**src/design/ggeg_pkg.sv**
```systemverilog
// Shared types and constants of the grid graph edge generator.
package ggeg_pkg;

   localparam int GRID_DIM_W   = 13;
   localparam int PIXEL_W      = 12;
   localparam int NODE_W       = 25;
   localparam int KIND_SLOTS   = 4;
   localparam int COUNT_W      = 3;
   localparam int CSR_ADDR_W   = 4;
   localparam int CSR_DATA_W   = 32;
   localparam int DEF_MAX_WIDTH  = 4096;
   localparam int DEF_MAX_HEIGHT = 4096;

   localparam logic [1:0] ANG_VERT = 2'd0;
   localparam logic [1:0] ANG_DIAG = 2'd1;
   localparam logic [1:0] ANG_HORZ = 2'd2;

   // Kind of one forward edge of a pixel.
   typedef enum logic [1:0] {
      EK_RIGHT      = 2'd0,
      EK_DOWN       = 2'd1,
      EK_DOWN_RIGHT = 2'd2,
      EK_DOWN_LEFT  = 2'd3
   } edge_kind_type;

   // Configuration register indexes.
   typedef enum logic [1:0] {
      REG_GRID_WIDTH      = 2'd0,
      REG_GRID_HEIGHT     = 2'd1,
      REG_EIGHT_CONNECTED = 2'd2,
      REG_DIRECTED        = 2'd3
   } csr_index_type;

   // One pixel's work handed to the edge expander.
   typedef struct packed {
      logic [NODE_W-1:0]                   node;       // start node v
      logic [NODE_W-1:0]                   node_down;  // v + width
      edge_kind_type [KIND_SLOTS-1:0]      kinds;      // edge kinds in output order
      logic [COUNT_W-1:0]                  count;      // number of forward edges, 1 to 4
   } edge_item_type;

endpackage

```
**src/design/ggeg_expander.sv**
```systemverilog
// Edge expander: a pixel's edge list gives one result per cycle unless stalled.
module ggeg_expander
   import ggeg_pkg::*;
(
   input  logic                clock,
   input  logic                reset,
   input  logic                directed,
   input  logic                item_valid,
   input  edge_item_type       item,
   output logic                item_ready,
   output logic                rsp_valid,
   input  logic                rsp_stall,
   output logic [NODE_W-1:0]   rsp_from_node,
   output logic [NODE_W-1:0]   rsp_to_node,
   output logic                rsp_is_diagonal,
   output logic [1:0]          rsp_angle_code,
   output logic                rsp_last_edge
);

   logic                busy_ff;
   edge_item_type       item_ff;
   logic [1:0]          idx_ff;
   logic                rev_ff;
   logic                rsp_valid_ff;
   logic [NODE_W-1:0]   from_ff;
   logic [NODE_W-1:0]   to_ff;
   logic                diag_ff;
   logic [1:0]          angle_ff;
   logic                last_ff;

   logic                out_free;
   logic                emit;
   logic                last_in;
   logic                load;
   edge_kind_type       kind;
   logic [NODE_W-1:0]   target;
   logic                diag_in;
   logic [1:0]          angle_in;

   // The output register is free when empty or when its transfer completes.
   assign out_free   = !rsp_valid_ff || !rsp_stall;
   assign emit       = busy_ff && out_free;
   assign last_in    = ({1'b0, idx_ff} == (item_ff.count - COUNT_W'(1))) &&
                       (rev_ff || !directed);
   assign item_ready = !busy_ff || (emit && last_in);
   assign load       = item_valid && item_ready;

   // Select the current edge and its far node.
   always_comb begin
      kind     = item_ff.kinds[idx_ff];
      target   = item_ff.node_down;
      diag_in  = 1'b0;
      angle_in = ANG_VERT;
      case (kind)
         EK_RIGHT: begin
            target   = item_ff.node + NODE_W'(1);
            angle_in = ANG_HORZ;
         end
         EK_DOWN: begin
            target   = item_ff.node_down;
            angle_in = ANG_VERT;
         end
         EK_DOWN_RIGHT: begin
            target   = item_ff.node_down + NODE_W'(1);
            diag_in  = 1'b1;
            angle_in = ANG_DIAG;
         end
         EK_DOWN_LEFT: begin
            target   = item_ff.node_down - NODE_W'(1);
            diag_in  = 1'b1;
            angle_in = ANG_DIAG;
         end
         default: begin
            target   = item_ff.node_down;
            angle_in = ANG_VERT;
         end
      endcase
   end

   // Walk the edge list, inserting the reverse edge when the graph is directed.
   always_ff @(posedge clock) begin
      if (reset) begin
         busy_ff <= 1'b0;
      end else if (load) begin
         busy_ff <= 1'b1;
      end else if (emit && last_in) begin
         busy_ff <= 1'b0;
      end
      if (load) begin
         item_ff <= item;
         idx_ff  <= 2'd0;
         rev_ff  <= 1'b0;
      end else if (emit) begin
         if (directed && !rev_ff) begin
            rev_ff <= 1'b1;
         end else begin
            rev_ff <= 1'b0;
            idx_ff <= idx_ff + 2'd1;
         end
      end
   end

   // Output register.
   always_ff @(posedge clock) begin
      if (reset) begin
         rsp_valid_ff <= 1'b0;
      end else if (out_free) begin
         rsp_valid_ff <= emit;
      end
      if (emit) begin
         from_ff  <= rev_ff ? target : item_ff.node;
         to_ff    <= rev_ff ? item_ff.node : target;
         diag_ff  <= diag_in;
         angle_ff <= angle_in;
         last_ff  <= last_in;
      end
   end

   assign rsp_valid       = rsp_valid_ff;
   assign rsp_from_node   = from_ff;
   assign rsp_to_node     = to_ff;
   assign rsp_is_diagonal = diag_ff;
   assign rsp_angle_code  = angle_ff;
   assign rsp_last_edge   = last_ff;

endmodule

```
**src/design/grid_graph_edge_generator_core.sv**
```systemverilog
// Grid graph edge generator: register file, three-stage pixel pipeline and expander.
//
// Usage: each transfer on the req_ channel names one pixel by row and column.
// The rsp_ channel returns that pixel's forward edges in order (right, down,
// down-right, down-left, with border cases left out, down-left before down on
// the right border and, unless eight_connected is set, the diagonals left out),
// each followed by its reverse when directed is set. The final edge of a pixel
// carries rsp_last_edge. A pixel outside the grid, or the bottom-right pixel,
// gives no result at all. A pixel's first edge passes the input register,
// classification, multiply, node adds, expander item register and output
// register before rsp_valid shows it. Throughput: one edge per cycle while
// rsp_stall is low, and the request side takes a new pixel every cycle while
// the pipeline has room. Pixels without edges are dropped in stage 2. rsp_stall
// holds the output register and backs up through the pipeline to req_stall
// without losing or repeating anything. Reset clears all valid bits and sets
// width 2, height 2, four-connected, undirected. Configuration is written through
// the csr_ port by the user only while idle; the block does not enforce this.
module grid_graph_edge_generator_core
   import ggeg_pkg::*;
#(
   parameter int MAX_WIDTH  = DEF_MAX_WIDTH,
   parameter int MAX_HEIGHT = DEF_MAX_HEIGHT
) (
   input  logic                    clock,
   input  logic                    reset,
   input  logic                    csr_psel,
   input  logic                    csr_penable,
   input  logic                    csr_pwrite,
   input  logic [CSR_ADDR_W-1:0]   csr_paddr,
   input  logic [CSR_DATA_W-1:0]   csr_pwdata,
   output logic [CSR_DATA_W-1:0]   csr_prdata,
   output logic                    csr_pready,
   input  logic                    req_valid,
   output logic                    req_stall,
   input  logic [PIXEL_W-1:0]      req_pixel_row,
   input  logic [PIXEL_W-1:0]      req_pixel_col,
   output logic                    rsp_valid,
   input  logic                    rsp_stall,
   output logic [NODE_W-1:0]       rsp_from_node,
   output logic [NODE_W-1:0]       rsp_to_node,
   output logic                    rsp_is_diagonal,
   output logic [1:0]              rsp_angle_code,
   output logic                    rsp_last_edge
);

   logic [GRID_DIM_W-1:0]   width_ff;
   logic [GRID_DIM_W-1:0]   height_ff;
   logic                    eight_ff;
   logic                    directed_ff;
   logic [GRID_DIM_W-1:0]   w_eff;
   logic [GRID_DIM_W-1:0]   h_eff;
   csr_index_type           csr_index;
   logic                    csr_write;

   logic                    s1_valid_ff;
   logic [PIXEL_W-1:0]      s1_row_ff;
   logic [PIXEL_W-1:0]      s1_col_ff;
   edge_kind_type [KIND_SLOTS-1:0] s1_kinds;
   logic [COUNT_W-1:0]      s1_count;

   logic                    s2_valid_ff;
   logic [PIXEL_W-1:0]      s2_row_ff;
   logic [PIXEL_W-1:0]      s2_col_ff;
   edge_kind_type [KIND_SLOTS-1:0] s2_kinds_ff;
   logic [COUNT_W-1:0]      s2_count_ff;

   logic                    s3_valid_ff;
   logic [NODE_W-1:0]       s3_prod_ff;
   logic [PIXEL_W-1:0]      s3_col_ff;
   edge_kind_type [KIND_SLOTS-1:0] s3_kinds_ff;
   logic [COUNT_W-1:0]      s3_count_ff;

   logic                    s1_ready;
   logic                    s2_ready;
   logic                    s3_ready;
   logic                    exp_ready;
   edge_item_type           exp_item;

   // Configuration registers.
   assign csr_index  = csr_index_type'(csr_paddr[3:2]);
   assign csr_write  = csr_psel && csr_penable && csr_pwrite && csr_pready;
   assign csr_pready = 1'b1;

   always_ff @(posedge clock) begin
      if (reset) begin
         width_ff    <= GRID_DIM_W'(2);
         height_ff   <= GRID_DIM_W'(2);
         eight_ff    <= 1'b0;
         directed_ff <= 1'b0;
      end else if (csr_write) begin
         case (csr_index)
            REG_GRID_WIDTH:      width_ff    <= csr_pwdata[GRID_DIM_W-1:0];
            REG_GRID_HEIGHT:     height_ff   <= csr_pwdata[GRID_DIM_W-1:0];
            REG_EIGHT_CONNECTED: eight_ff    <= csr_pwdata[0];
            REG_DIRECTED:        directed_ff <= csr_pwdata[0];
            default: ;
         endcase
      end
   end

   always_comb begin
      case (csr_index)
         REG_GRID_WIDTH:      csr_prdata = CSR_DATA_W'(width_ff);
         REG_GRID_HEIGHT:     csr_prdata = CSR_DATA_W'(height_ff);
         REG_EIGHT_CONNECTED: csr_prdata = CSR_DATA_W'(eight_ff);
         REG_DIRECTED:        csr_prdata = CSR_DATA_W'(directed_ff);
         default:             csr_prdata = '0;
      endcase
   end

   // Grid size limited to the largest supported grid.
   assign w_eff = (32'(width_ff) > MAX_WIDTH) ? GRID_DIM_W'(MAX_WIDTH) : width_ff;
   assign h_eff = (32'(height_ff) > MAX_HEIGHT) ? GRID_DIM_W'(MAX_HEIGHT) : height_ff;

   // Backpressure runs from the expander back to the request side.
   assign s3_ready  = !s3_valid_ff || exp_ready;
   assign s2_ready  = !s2_valid_ff || s3_ready;
   assign s1_ready  = !s1_valid_ff || s2_ready;
   assign req_stall = !s1_ready;

   // Stage 1: input register.
   always_ff @(posedge clock) begin
      if (reset) begin
         s1_valid_ff <= 1'b0;
      end else if (s1_ready) begin
         s1_valid_ff <= req_valid;
      end
      if (s1_ready && req_valid) begin
         s1_row_ff <= req_pixel_row;
         s1_col_ff <= req_pixel_col;
      end
   end

   // Stage 1 logic: border tests give the ordered list of edge kinds.
   always_comb begin
      logic in_grid;
      logic bottom;
      logic left_border;
      logic right_border;
      in_grid      = (w_eff >= GRID_DIM_W'(2)) && (h_eff >= GRID_DIM_W'(2)) &&
                     ({1'b0, s1_row_ff} < h_eff) && ({1'b0, s1_col_ff} < w_eff);
      bottom       = ({1'b0, s1_row_ff} == (h_eff - GRID_DIM_W'(1)));
      left_border  = (s1_col_ff == '0);
      right_border = ({1'b0, s1_col_ff} == (w_eff - GRID_DIM_W'(1)));
      s1_kinds     = {EK_DOWN_LEFT, EK_DOWN_RIGHT, EK_DOWN, EK_RIGHT};
      s1_count     = '0;
      if (!in_grid) begin
         s1_count = '0;
      end else if (bottom) begin
         s1_count = right_border ? COUNT_W'(0) : COUNT_W'(1);
      end else if (left_border) begin
         s1_count = eight_ff ? COUNT_W'(3) : COUNT_W'(2);
      end else if (right_border) begin
         if (eight_ff) begin
            s1_kinds = {EK_DOWN_LEFT, EK_DOWN_LEFT, EK_DOWN, EK_DOWN_LEFT};
            s1_count = COUNT_W'(2);
         end else begin
            s1_kinds = {EK_DOWN_LEFT, EK_DOWN_LEFT, EK_DOWN_LEFT, EK_DOWN};
            s1_count = COUNT_W'(1);
         end
      end else begin
         s1_count = eight_ff ? COUNT_W'(4) : COUNT_W'(2);
      end
   end

   // Stage 2: pixels without edges are dropped here.
   always_ff @(posedge clock) begin
      if (reset) begin
         s2_valid_ff <= 1'b0;
      end else if (s2_ready) begin
         s2_valid_ff <= s1_valid_ff && (s1_count != '0);
      end
      if (s2_ready && s1_valid_ff) begin
         s2_row_ff   <= s1_row_ff;
         s2_col_ff   <= s1_col_ff;
         s2_kinds_ff <= s1_kinds;
         s2_count_ff <= s1_count;
      end
   end

   // Stage 3: row times width is registered here.
   always_ff @(posedge clock) begin
      if (reset) begin
         s3_valid_ff <= 1'b0;
      end else if (s3_ready) begin
         s3_valid_ff <= s2_valid_ff;
      end
      if (s3_ready && s2_valid_ff) begin
         s3_prod_ff  <= NODE_W'(s2_row_ff) * NODE_W'(w_eff);
         s3_col_ff   <= s2_col_ff;
         s3_kinds_ff <= s2_kinds_ff;
         s3_count_ff <= s2_count_ff;
      end
   end

   // Stage 3 logic: start node and the node one row below it.
   always_comb begin
      exp_item.node      = s3_prod_ff + NODE_W'(s3_col_ff) + NODE_W'(1);
      exp_item.node_down = s3_prod_ff + NODE_W'(s3_col_ff) + NODE_W'(w_eff) + NODE_W'(1);
      exp_item.kinds     = s3_kinds_ff;
      exp_item.count     = s3_count_ff;
   end

   ggeg_expander u_expander (
      .clock           (clock),
      .reset           (reset),
      .directed        (directed_ff),
      .item_valid      (s3_valid_ff),
      .item            (exp_item),
      .item_ready      (exp_ready),
      .rsp_valid       (rsp_valid),
      .rsp_stall       (rsp_stall),
      .rsp_from_node   (rsp_from_node),
      .rsp_to_node     (rsp_to_node),
      .rsp_is_diagonal (rsp_is_diagonal),
      .rsp_angle_code  (rsp_angle_code),
      .rsp_last_edge   (rsp_last_edge)
   );

endmodule

```
**config.mk**
```make
export PLATFORM = sky130hd
export DESIGN_NAME = grid_graph_edge_generator_core
export DESIGN_NICKNAME = d
export VERILOG_FILES = /design/src/design/ggeg_pkg.sv /design/src/design/ggeg_expander.sv /design/src/design/grid_graph_edge_generator_core.sv
export SDC_FILE = /design/constraint.sdc
export NUM_CORES = 1
export LEC_CHECK = 0
export BUFFER_PORTS_ARGS = -buffer_cell sky130_fd_sc_hd__buf_4
export CAP_MARGIN = 20
export CORE_MARGIN = 2
export CORE_UTILIZATION = 60
export CTS_CLUSTER_SIZE = 8
export DETAILED_ROUTE_END_ITERATION = 16
export PLACE_DENSITY_LB_ADDON = 0.12
export SKIP_LAST_GASP = 1
export SYNTH_ARGS = -nofsm -noshare
export SYNTH_HDL_FRONTEND = slang
export SYNTH_SLANG_ARGS = --single-unit
export TNS_END_PERCENT = 30
```
**constraint.sdc**
```tcl
create_clock -name clock -period 17.6 [get_ports clock]
set_input_delay 2.64 -clock clock [delete_from_list [all_inputs] [get_ports clock]]
set_output_delay 2.64 -clock clock [all_outputs]
set_load 0.1 [all_outputs]
```
Yosys cells after proc, flatten, opt, wreduce, memory -nomap -nowiden
Cells that the tools add are included.
{"block": "classes", "addsub": 11, "n_mul": 1, "order_cmp": 7, "eq_ne": 9, "muxes": 22, "bitwise_logic": 3, "reduce_logical": 41}
{"cell": "$pmux 32 s4", "count": 1}
{"cell": "$add 25x1->25 const B", "count": 4}
{"cell": "$pmux 25 s4", "count": 1}
{"cell": "$mux 25", "count": 2}
{"cell": "$eq 12x13->1", "count": 2}
{"cell": "$ge 13x2->1 const B", "count": 2}
{"cell": "$gt 13x13->1 const B", "count": 2}
{"cell": "$lt 12x13->1", "count": 2}
{"cell": "$mux 13", "count": 2}
{"cell": "$sub 13x1->13 const B", "count": 2}
{"cell": "$add 25x12->25", "count": 1}
{"cell": "$add 25x13->25", "count": 1}
{"cell": "$mul 12x13->25", "count": 1}
{"cell": "$sub 25x1->25 const B", "count": 1}
{"cell": "$mux 3", "count": 5}
{"cell": "$logic_and 1x1->1", "count": 14}
{"cell": "$logic_not 12->1", "count": 1}
{"cell": "$reduce_and 2->1", "count": 5}
{"cell": "$logic_not 1->1", "count": 9}
{"cell": "$eq 2x2->1 const B", "count": 4}
{"cell": "$logic_or 1x1->1", "count": 6}
{"cell": "$mux 1", "count": 6}
{"cell": "$pmux 2 s3", "count": 1}
{"cell": "$bmux 2 s2", "count": 1}
{"cell": "other kinds (13)", "count": 18}
{"block": "word_totals", "register_bits": 258, "in_bits": 67, "output_inout_bits": 89, "word_cells": 133}

Depth between registers and ports, before layout
Gate-level depths: netlist (run 1).
{"block": "depth", "depth_word": 10, "depth_mapped": 25, "mapped_depth_nobuf": 22}

By module
Synthesis (run 1) repeated with hierarchy kept, for this count alone.
{"block": "hier_totals", "hier_cells": 2041, "area_unflattened_um2": 20091.8}
{"mod": "grid_graph_edge_generator_core", "n_inst": 1, "cells_each": 1444, "area_each_um2": 13356.6, "seq_area_each_um2": 3533.4}
{"mod": "ggeg_expander", "n_inst": 1, "cells_each": 597, "area_each_um2": 6735.2, "seq_area_each_um2": 3523.4}

Worst setup path before layout (run 1)
No wires, ideal clock.
{"block": "synth_path", "path_type": "input to output", "start": "input port csr_paddr[2]", "end": "output port csr_prdata[10]", "arrival_time_ps": 4837, "required_ps": 14960, "path_slack_ps": 10123, "stages": 4, "path_buffers": 2, "cell_sequence": "clkbuf_1 > clkbuf_1 > mux2i_1 > nor2_1"}
{"block": "synth_between", "elab_chain_cells": 2, "word_cells_on_any_way": 5, "classes_between": "eq/ne: 3; mux: 1; reduce/logical: 1"}
{"element": "start: declaration", "line": "grid_graph_edge_generator_core.sv:29", "source": "input logic [CSR_ADDR_W-1:0] csr_paddr,"}
{"element": "$eq 2x2->1 (tied with other cells)", "line": "grid_graph_edge_generator_core.sv:102", "source": "case (csr_index)"}
{"element": "$pmux 32 s4 *", "line": "grid_graph_edge_generator_core.sv:102"}
{"element": "end: declaration", "line": "grid_graph_edge_generator_core.sv:31", "source": "output logic [CSR_DATA_W-1:0] csr_prdata,"}
Every way passes the cells marked *; elsewhere a longest branch is shown, timed or not. The select of a mux whose other input is x is not followed.

Worst setup path after layout (run 1)
{"block": "layout_path", "start": "register width_ff[12]", "end": "register s3_prod_ff[24], data pin"}
{"block": "layout_between", "elab_chain_cells": 3}
{"element": "start: declaration", "line": "grid_graph_edge_generator_core.sv:46", "source": "logic [GRID_DIM_W-1:0] width_ff;"}
{"element": "start signal: assignment", "line": "grid_graph_edge_generator_core.sv:92", "source": "REG_GRID_WIDTH: width_ff <= csr_pwdata[GRID_DIM_W-1:0];"}
{"element": "$gt 13x13->1", "line": "grid_graph_edge_generator_core.sv:112", "source": "assign w_eff = (32'(width_ff) > MAX_WIDTH) ? GRID_DIM_W'(MAX_WIDTH) : width_ff;"}
{"element": "$mux 13 *", "line": "grid_graph_edge_generator_core.sv:112"}
{"element": "$mul 12x13->25 *", "line": "grid_graph_edge_generator_core.sv:189", "source": "s3_prod_ff <= NODE_W'(s2_row_ff) * NODE_W'(w_eff);"}
{"element": "end signal: assignment", "line": "grid_graph_edge_generator_core.sv:189"}
{"element": "end: declaration", "line": "grid_graph_edge_generator_core.sv:68", "source": "logic [NODE_W-1:0] s3_prod_ff;"}
Every way passes the cells marked *; elsewhere a longest branch is shown, timed or not.
A chain may end at the register's enable or synchronous reset.

==> results of run 1 <==
sequential cells by signal, summed over array words and instances, names as in the netlist, 12 cells and up:
| name | cells |
|---|---|
| s2_col_ff | 12 |
| s1_col_ff | 12 |
| u_expander.rsp_to_node | 25 |
| s1_row_ff | 12 |
| width_ff | 13 |
| s2_row_ff | 12 |
| u_expander.rsp_from_node | 25 |
| s3_prod_ff | 25 |
| height_ff | 13 |
| u_expander.item_ff | 56 |
| s3_col_ff | 12 |
synth_stat cells, types with 17 or more instances:
library cell	number	share of area
mux2i_1	55	0.028
a21oi_1	88	0.023
nor2_1	162	0.031
ha_1	144	0.093
nand3_1	44	0.011
xor2_1	51	0.023
fa_1	113	0.12
clkbuf_1	74	0.014
nand2_1	194	0.038
edfxtp_1	206	0.32
dfxtp_1	36	0.037
buf_4	21	0.0081
a211oi_1	17	0.0066
nor2b_1	22	0.0071
nor3_1	37	0.0095
xnor2_1	103	0.046
and2_1	68	0.022
inv_1	217	0.042
o21ai_0	48	0.012
a21o_1	22	0.0085
cells by family after synthesis:
logic type | count (synthesis)
xor+xnor | 155
compound gates | 303
buf+inv | 318
fa+ha+maj | 257
other cells | 2
flops | 242
simple gates | 629
mux | 63
path summary, 6_finish.rpt:
check                             from                        to  slack, ns  cells past startpoint
max reg2reg  width_ff[12]$_SDFFE_PP0P_  s3_prod_ff[24]$_DFFE_PP_      10.80                     22
min reg2reg   s2_count_ff[1]$_DFFE_PP_  s3_count_ff[1]$_DFFE_PP_       0.42                      0
max          width_ff[12]$_SDFFE_PP0P_  s3_prod_ff[24]$_DFFE_PP_      10.80                     22
min           s2_count_ff[1]$_DFFE_PP_  s3_count_ff[1]$_DFFE_PP_       0.42                      0
per-layer routing:
metal | wire length [um] | up-vias | share of wire
li1 | - | 6939 | -
met1 | 18100 | 6722 | 0.43
met2 | 20100 | 415 | 0.48
met3 | 2310 | 93 | 0.055
met4 | 1200 | 0 | 0.029
met5 | 0 | - | 0
layout by cell type (no fill, tap or decap), types with 18 or more instances in the layout:
| cell | instances |
|---|---|
| buf_4 | 136 |
| ha_1 | 144 |
| a21o_1 | 22 |
| dfxtp_1 | 35 |
| nor2_1 | 159 |
| fa_1 | 113 |
| edfxtp_1 | 206 |
| inv_1 | 217 |
| nor3_1 | 37 |
| a21oi_1 | 88 |
| nand3_1 | 44 |
| xnor2_1 | 103 |
| and2_1 | 66 |
| conb_1 | 20 |
| nor2b_1 | 18 |
| xor2_1 | 51 |
| o21ai_0 | 48 |
| mux2i_1 | 55 |
| clkbuf_16 | 36 |
| nand2_1 | 194 |
metrics by stage:
step,hold slack (ns),utilization,instance area (um^2)
after floorplan,0.400,-,19500
after global placement,0.402,0.648,20600
after detailed placement,0.405,0.648,20600
after CTS,0.408,0.680,21600
after global routing,0.414,0.680,21600
final,0.417,0.680,21600
layout make-up:
class,instances,share of cell area
Multi-Input combinational cell,1427,0.524
Sequential cell,242,0.320
Timing Repair Buffer,136,0.0473
Clock buffer,52,0.0445
Inverter,218,0.0379
Tap cell,402,0.0233
Clock inverter,4,0.00226
power groups by stage:
| stage | sequential [mW] | clock [mW] | combinational [mW] |
|---|---|---|---|
| 2_1_floorplan | 0.671 | 0 | 0.271 |
| 3_3_place_gp | 0.673 | 0 | 0.331 |
| 3_5_place_dp | 0.673 | 0 | 0.337 |
| 4_1_cts | 0.662 | 0.639 | 0.339 |
| 5_1_grt | 0.663 | 0.662 | 0.379 |
| 6_report | 0.663 | 0.622 | 0.340 |
critical path, cell delays in order (launching register included):
cell	delay [ns]
dfxtp_1	0.35
buf_4	0.28
nor2b_1	0.54
buf_4	0.31
nand2_1	0.10
fa_1	0.55
inv_1	0.05
fa_1	0.54
fa_1	0.46
fa_1	0.55
inv_1	0.05
fa_1	0.52
inv_1	0.04
ha_1	0.24
nor2_1	0.15
nand2_1	0.08
o221ai_2	0.25
o211ai_1	0.20
a2111oi_2	0.48
nor3_1	0.12
a2111o_1	0.40
a21oi_1	0.19
xnor2_1	0.08
==> results.cfg, run 1 <==
[floorplanning]
ios = 156
coreArea_mm2 = 0.0317
die_y_um = 184
dieArea_mm2 = 0.0338
rows = 65
die_w_um = 184
initial_core_util = 0.612

[placed_design]
io_buffer_count = 114
place_congestion = 0.940
dp_hpwl_mm = 32.3
pre_cts_slack_ns = 10.83
dp.cells = 2425

[global_route]
grt_most_used_layer = met2
grt_pass1_vias = 14000
overflow = 0
grt_use_met2 = 0.434
grt_pass1_wl_mm = 69.1
grt_usage = 0.253
grt_max_degree = 76
use_met3 = 0.0384
grt_use_met1 = 0.327
antenna_found_initial = 0

[synthesis]
netlist-cell-type-count = 83
synth_edf_count = 206
synth-warning-count = 0
synth_top_family_by_area = adder cells
synth-xor-area-share = 0.0703
synthAdderAreaFrac = 0.209
yosys_most_used_dff = edfxtp_1
synth_seq_cells = 242
synth-async-reset-ratio = 0
synthesis.area_mm2 = 0.0194
synth_area_per_cell_um2 = 9.86
synthSimpleGateAreaFrac = 0.157
synth_compound_area_frac = 0.107
synthCells = 1969
synth-seq-area-share = 0.356
muxShareOfSynthArea = 0.0336

[worst_setup_path]
crit_path_end_kind = flip-flop
worstSetupPathType = reg -> reg
cp.required_ns = 17.86
cp_max_fo = 36
crit_arrival_ns = 7.06
cp-start-kind = flip-flop

[clocking]
cts_setup_buffers = 0
worstSkewPairLatency_ns = 0.52
cts_resized = 0
h-tree-depth = 2
cts_made_buffers = 36
path_clk_slew_ns = 0.05
tritoncts = built
clock-root-buffer = clkbuf_16
hold_buffers = 0
cts_buffer_depth = 3
clock_sinks = 242

[power_and_ir_drop]
swShare = 0.287
seqPwrFrac = 0.408
p_int_mw = 1.16
p_total_mw = 1.63
vdd_drop_max_v = 0.0000681
p_leak_nw = 9.16
clkPwrFrac = 0.383
comb_power_share = 0.209
switchingPower_uw = 466
power.density_mw_per_mm2 = 75.4

[sta]
rsz0062_at_grt = no
layout_setup_ws_ns = 10.80
setup_viol = 0
drv_slew = 0
final-hold-violation-count = 0
finalWorstPathRequiredPeriod_ns = 6.80
max_freq_ghz = 0.147
fin_crit_sh = 0.386
tightest_slew_ns = 0.957
tns_ns = 0
maxSlewHeadroom = 0.362
fin_skew_ns = 0.0224

[routing]
wl_per_cell_um = 16.8
via_per_inst = 5.71
routed_wl_mm = 41.6
ant_nets = 0
first_pass_iters = 5
drc_errors = 0
drt_iter0_drc = 1046
dr_total_vias = 14200

[hold_path]
hold_path.class = reg -> reg

[final_layout]
fillers = 2541
drive_gt1_frac = 0.104
seq_area_mm2 = 0.00691
final_cells = 2481
syn2layout_area_growth_pct = 11.1
multi_input_area_mm2 = 0.0113
antenna_cells = 0
num-nets-final = 2385

[status]
status = completed

[flow_run]
drv_cap = 0
(Power assumes the default switching activity.)
==> run 2: changes to the inputs <==
==> constraint.sdc (replaced) <==
create_clock -name clock -period 7.03 [get_ports clock]
set_input_delay 1.0545 -clock clock [delete_from_list [all_inputs] [get_ports clock]]
set_output_delay 1.0545 -clock clock [all_outputs]
set_load 0.1 [all_outputs]
==> results.cfg, run 2 (synthesized netlist as in run 1, its figures left out) <==
[worst_setup_path]
reg2regPathDepth = 20
worstSetupPathType = reg -> reg
cp.required_ns = 7.30
cp-start-kind = flip-flop
r2r_setup_slack_ns = 0.50
cp_max_fo = 11
r2r-end = s3_prod_ff[23]$_DFFE_PP_
slowest_stage = nor2b_1
reg2reg_from = width_ff[12]$_SDFFE_PP0P_
cpPeakStageDelay_ns = 0.79
crit_path_cell_trace = nor2b_1 > nand2_1 > fa_1 > fa_1 > fa_1 > inv_1 > fa_1 > inv_1 > fa_1 > inv_1 > ha_1 > o21ai_0 > nor2_1 > o22a_1 > a211oi_1 > o31ai_1 > o41ai_1 > o21bai_1 > a21oi_1 > xnor2_1
crit_arrival_ns = 6.80
cp_common_cell = fa_1
crit_path_end_kind = flip-flop

[sta]
tns_ns = 0
fin_skew_ns = 0.0234
rsz0062_at_grt = no
setup_viol = 0
tightest_slew_ns = 0.955
whs_ns = 0.414
fin_crit_sh = 0.930
final-hold-violation-count = 0
maxSlewHeadroom = 0.362
drv_slew = 0
max_freq_ghz = 0.153
finalWorstPathRequiredPeriod_ns = 6.53

[power_and_ir_drop]
vdd_drop_max_v = 0.000187
p_total_mw = 4.11
power.density_mw_per_mm2 = 189
p_leak_nw = 9.24

[clocking]
worstSkewPairLatency_ns = 0.53
tritoncts = built
path_clk_slew_ns = 0.05
clock_sinks = 242
h-tree-depth = 2
cts_buffer_depth = 3
hold_buffers = 0
clock-root-buffer = clkbuf_16
cts_made_buffers = 37

[routing]
routed_wl_mm = 42.1
dr_total_vias = 14200
via_per_inst = 5.69
drc_errors = 0
first_pass_iters = 7
ant_nets = 0
drt_iter0_drc = 945
wl_per_cell_um = 16.9

[floorplanning]
coreArea_mm2 = 0.0317
dieArea_mm2 = 0.0338
initial_core_util = 0.612
rows = 65
ios = 156
die_y_um = 184
die_w_um = 184

[final_layout]
drive_gt1_frac = 0.109
layout_common_cells = inv_1, edfxtp_1, nand2_1, nor2_1, buf_4
syn2layout_area_growth_pct = 11.7
antenna_cells = 0
num-nets-final = 2396
final_common_cell = inv_1
largest_register = u_expander.item_ff
largest_reg_flops = 56
fillers = 2480

[hold_path]
hold_path.class = reg -> reg
min_from = s2_count_ff[1]$_DFFE_PP_
holdPathEnd = s3_count_ff[1]$_DFFE_PP_
hold_depth = 0

[global_route]
overflow = 0
grt_max_degree = 76
antenna_found_initial = 0
grt_pass1_wl_mm = 69.3
grt_usage = 0.255
grt_pass1_vias = 14200

[placed_design]
dp_hpwl_mm = 33.0
io_buffer_count = 114
place_congestion = 0.950

[status]
status = completed

[flow_run]
drv_cap = 0
run 2: cell count changes in the layout (fill, tap and decap cells not counted), sizes merged:
cell and delta:
inv -1, clkbuf -1, buf +10, clkinv +3
run 2: what timing repair did:
item	4_1_cts	5_1_grt
endpoints found under the setup margin	0	2
gates resized for setup	0	1
setup buffers	0	0
run 2: report_power, final:
group | switching (mW) | internal (mW) | total (mW)
combinational | 0.512 | 0.338 | 0.849
sequential | 0.0382 | 1.62 | 1.66
clock | 0.626 | 0.970 | 1.60
run 2: how the worst max path moves through the flow:
stage / from / slack (ns) / cells past startpoint / end
CTS: width_ff[6]$_SDFFE_PP0P_ / 0.35 / 20 / s3_prod_ff[24]$_DFFE_PP_
finish: width_ff[12]$_SDFFE_PP0P_ / 0.50 / 20 / s3_prod_ff[23]$_DFFE_PP_
global placement: width_ff[6]$_SDFFE_PP0P_ / 0.51 / 20 / s3_prod_ff[24]$_DFFE_PP_
detailed placement: width_ff[6]$_SDFFE_PP0P_ / 0.37 / 20 / s3_prod_ff[24]$_DFFE_PP_
global route: width_ff[12]$_SDFFE_PP0P_ / 0.04 / 20 / s3_prod_ff[24]$_DFFE_PP_
floorplan: width_ff[12]$_SDFFE_PP0P_ / 0.75 / 23 / s3_prod_ff[24]$_DFFE_PP_
run 2: per-layer routing:
| layer | track usage | up-vias | share of wire |
|---|---|---|---|
| met1 | 0.330 | 6717 | 0.43 |
| met3 | 0.0347 | 95 | 0.047 |
| li1 | - | 6963 | - |
| met5 | 0 | - | 0 |
| met4 | 0.0938 | 0 | 0.034 |
| met2 | 0.438 | 413 | 0.48 |
run 2: final cells by class:
class,count,area (um^2),area share
multi-input combinational,1427,11300,0.521
sequential,242,6910,0.318
timing repair buffer,146,1100,0.0505
clock buffer,51,978,0.0451
inverter,218,818,0.0377
tap,402,503,0.0232
clock inverter,6,83.8,0.00386
run 2: critical path, delay by kind of cell (launching register included):
| family | cells | cell delay (ns) |
|---|---|---|
| adder cells (fa/ha/maj) | 6 | 2.87 |
| AND/OR/NAND/NOR | 3 | 1.03 |
| flip-flops | 1 | 0.43 |
| AO/OA/AOI/OAI | 7 | 1.69 |
| buffers and inverters | 3 | 0.14 |
| XOR/XNOR | 1 | 0.08 |
run 2: stage by stage:
step | setup slack (ns) | std cells | util | cell area, um^2
floorplan | 0.747 | 1987 | - | 19500
global placement | 0.515 | 2435 | 0.650 | 20600
detailed placement | 0.375 | 2435 | 0.650 | 20600
CTS | 0.348 | 2492 | 0.684 | 21700
global route | 0.0419 | 2492 | 0.684 | 21700
finish | 0.495 | 2492 | 0.684 | 21700
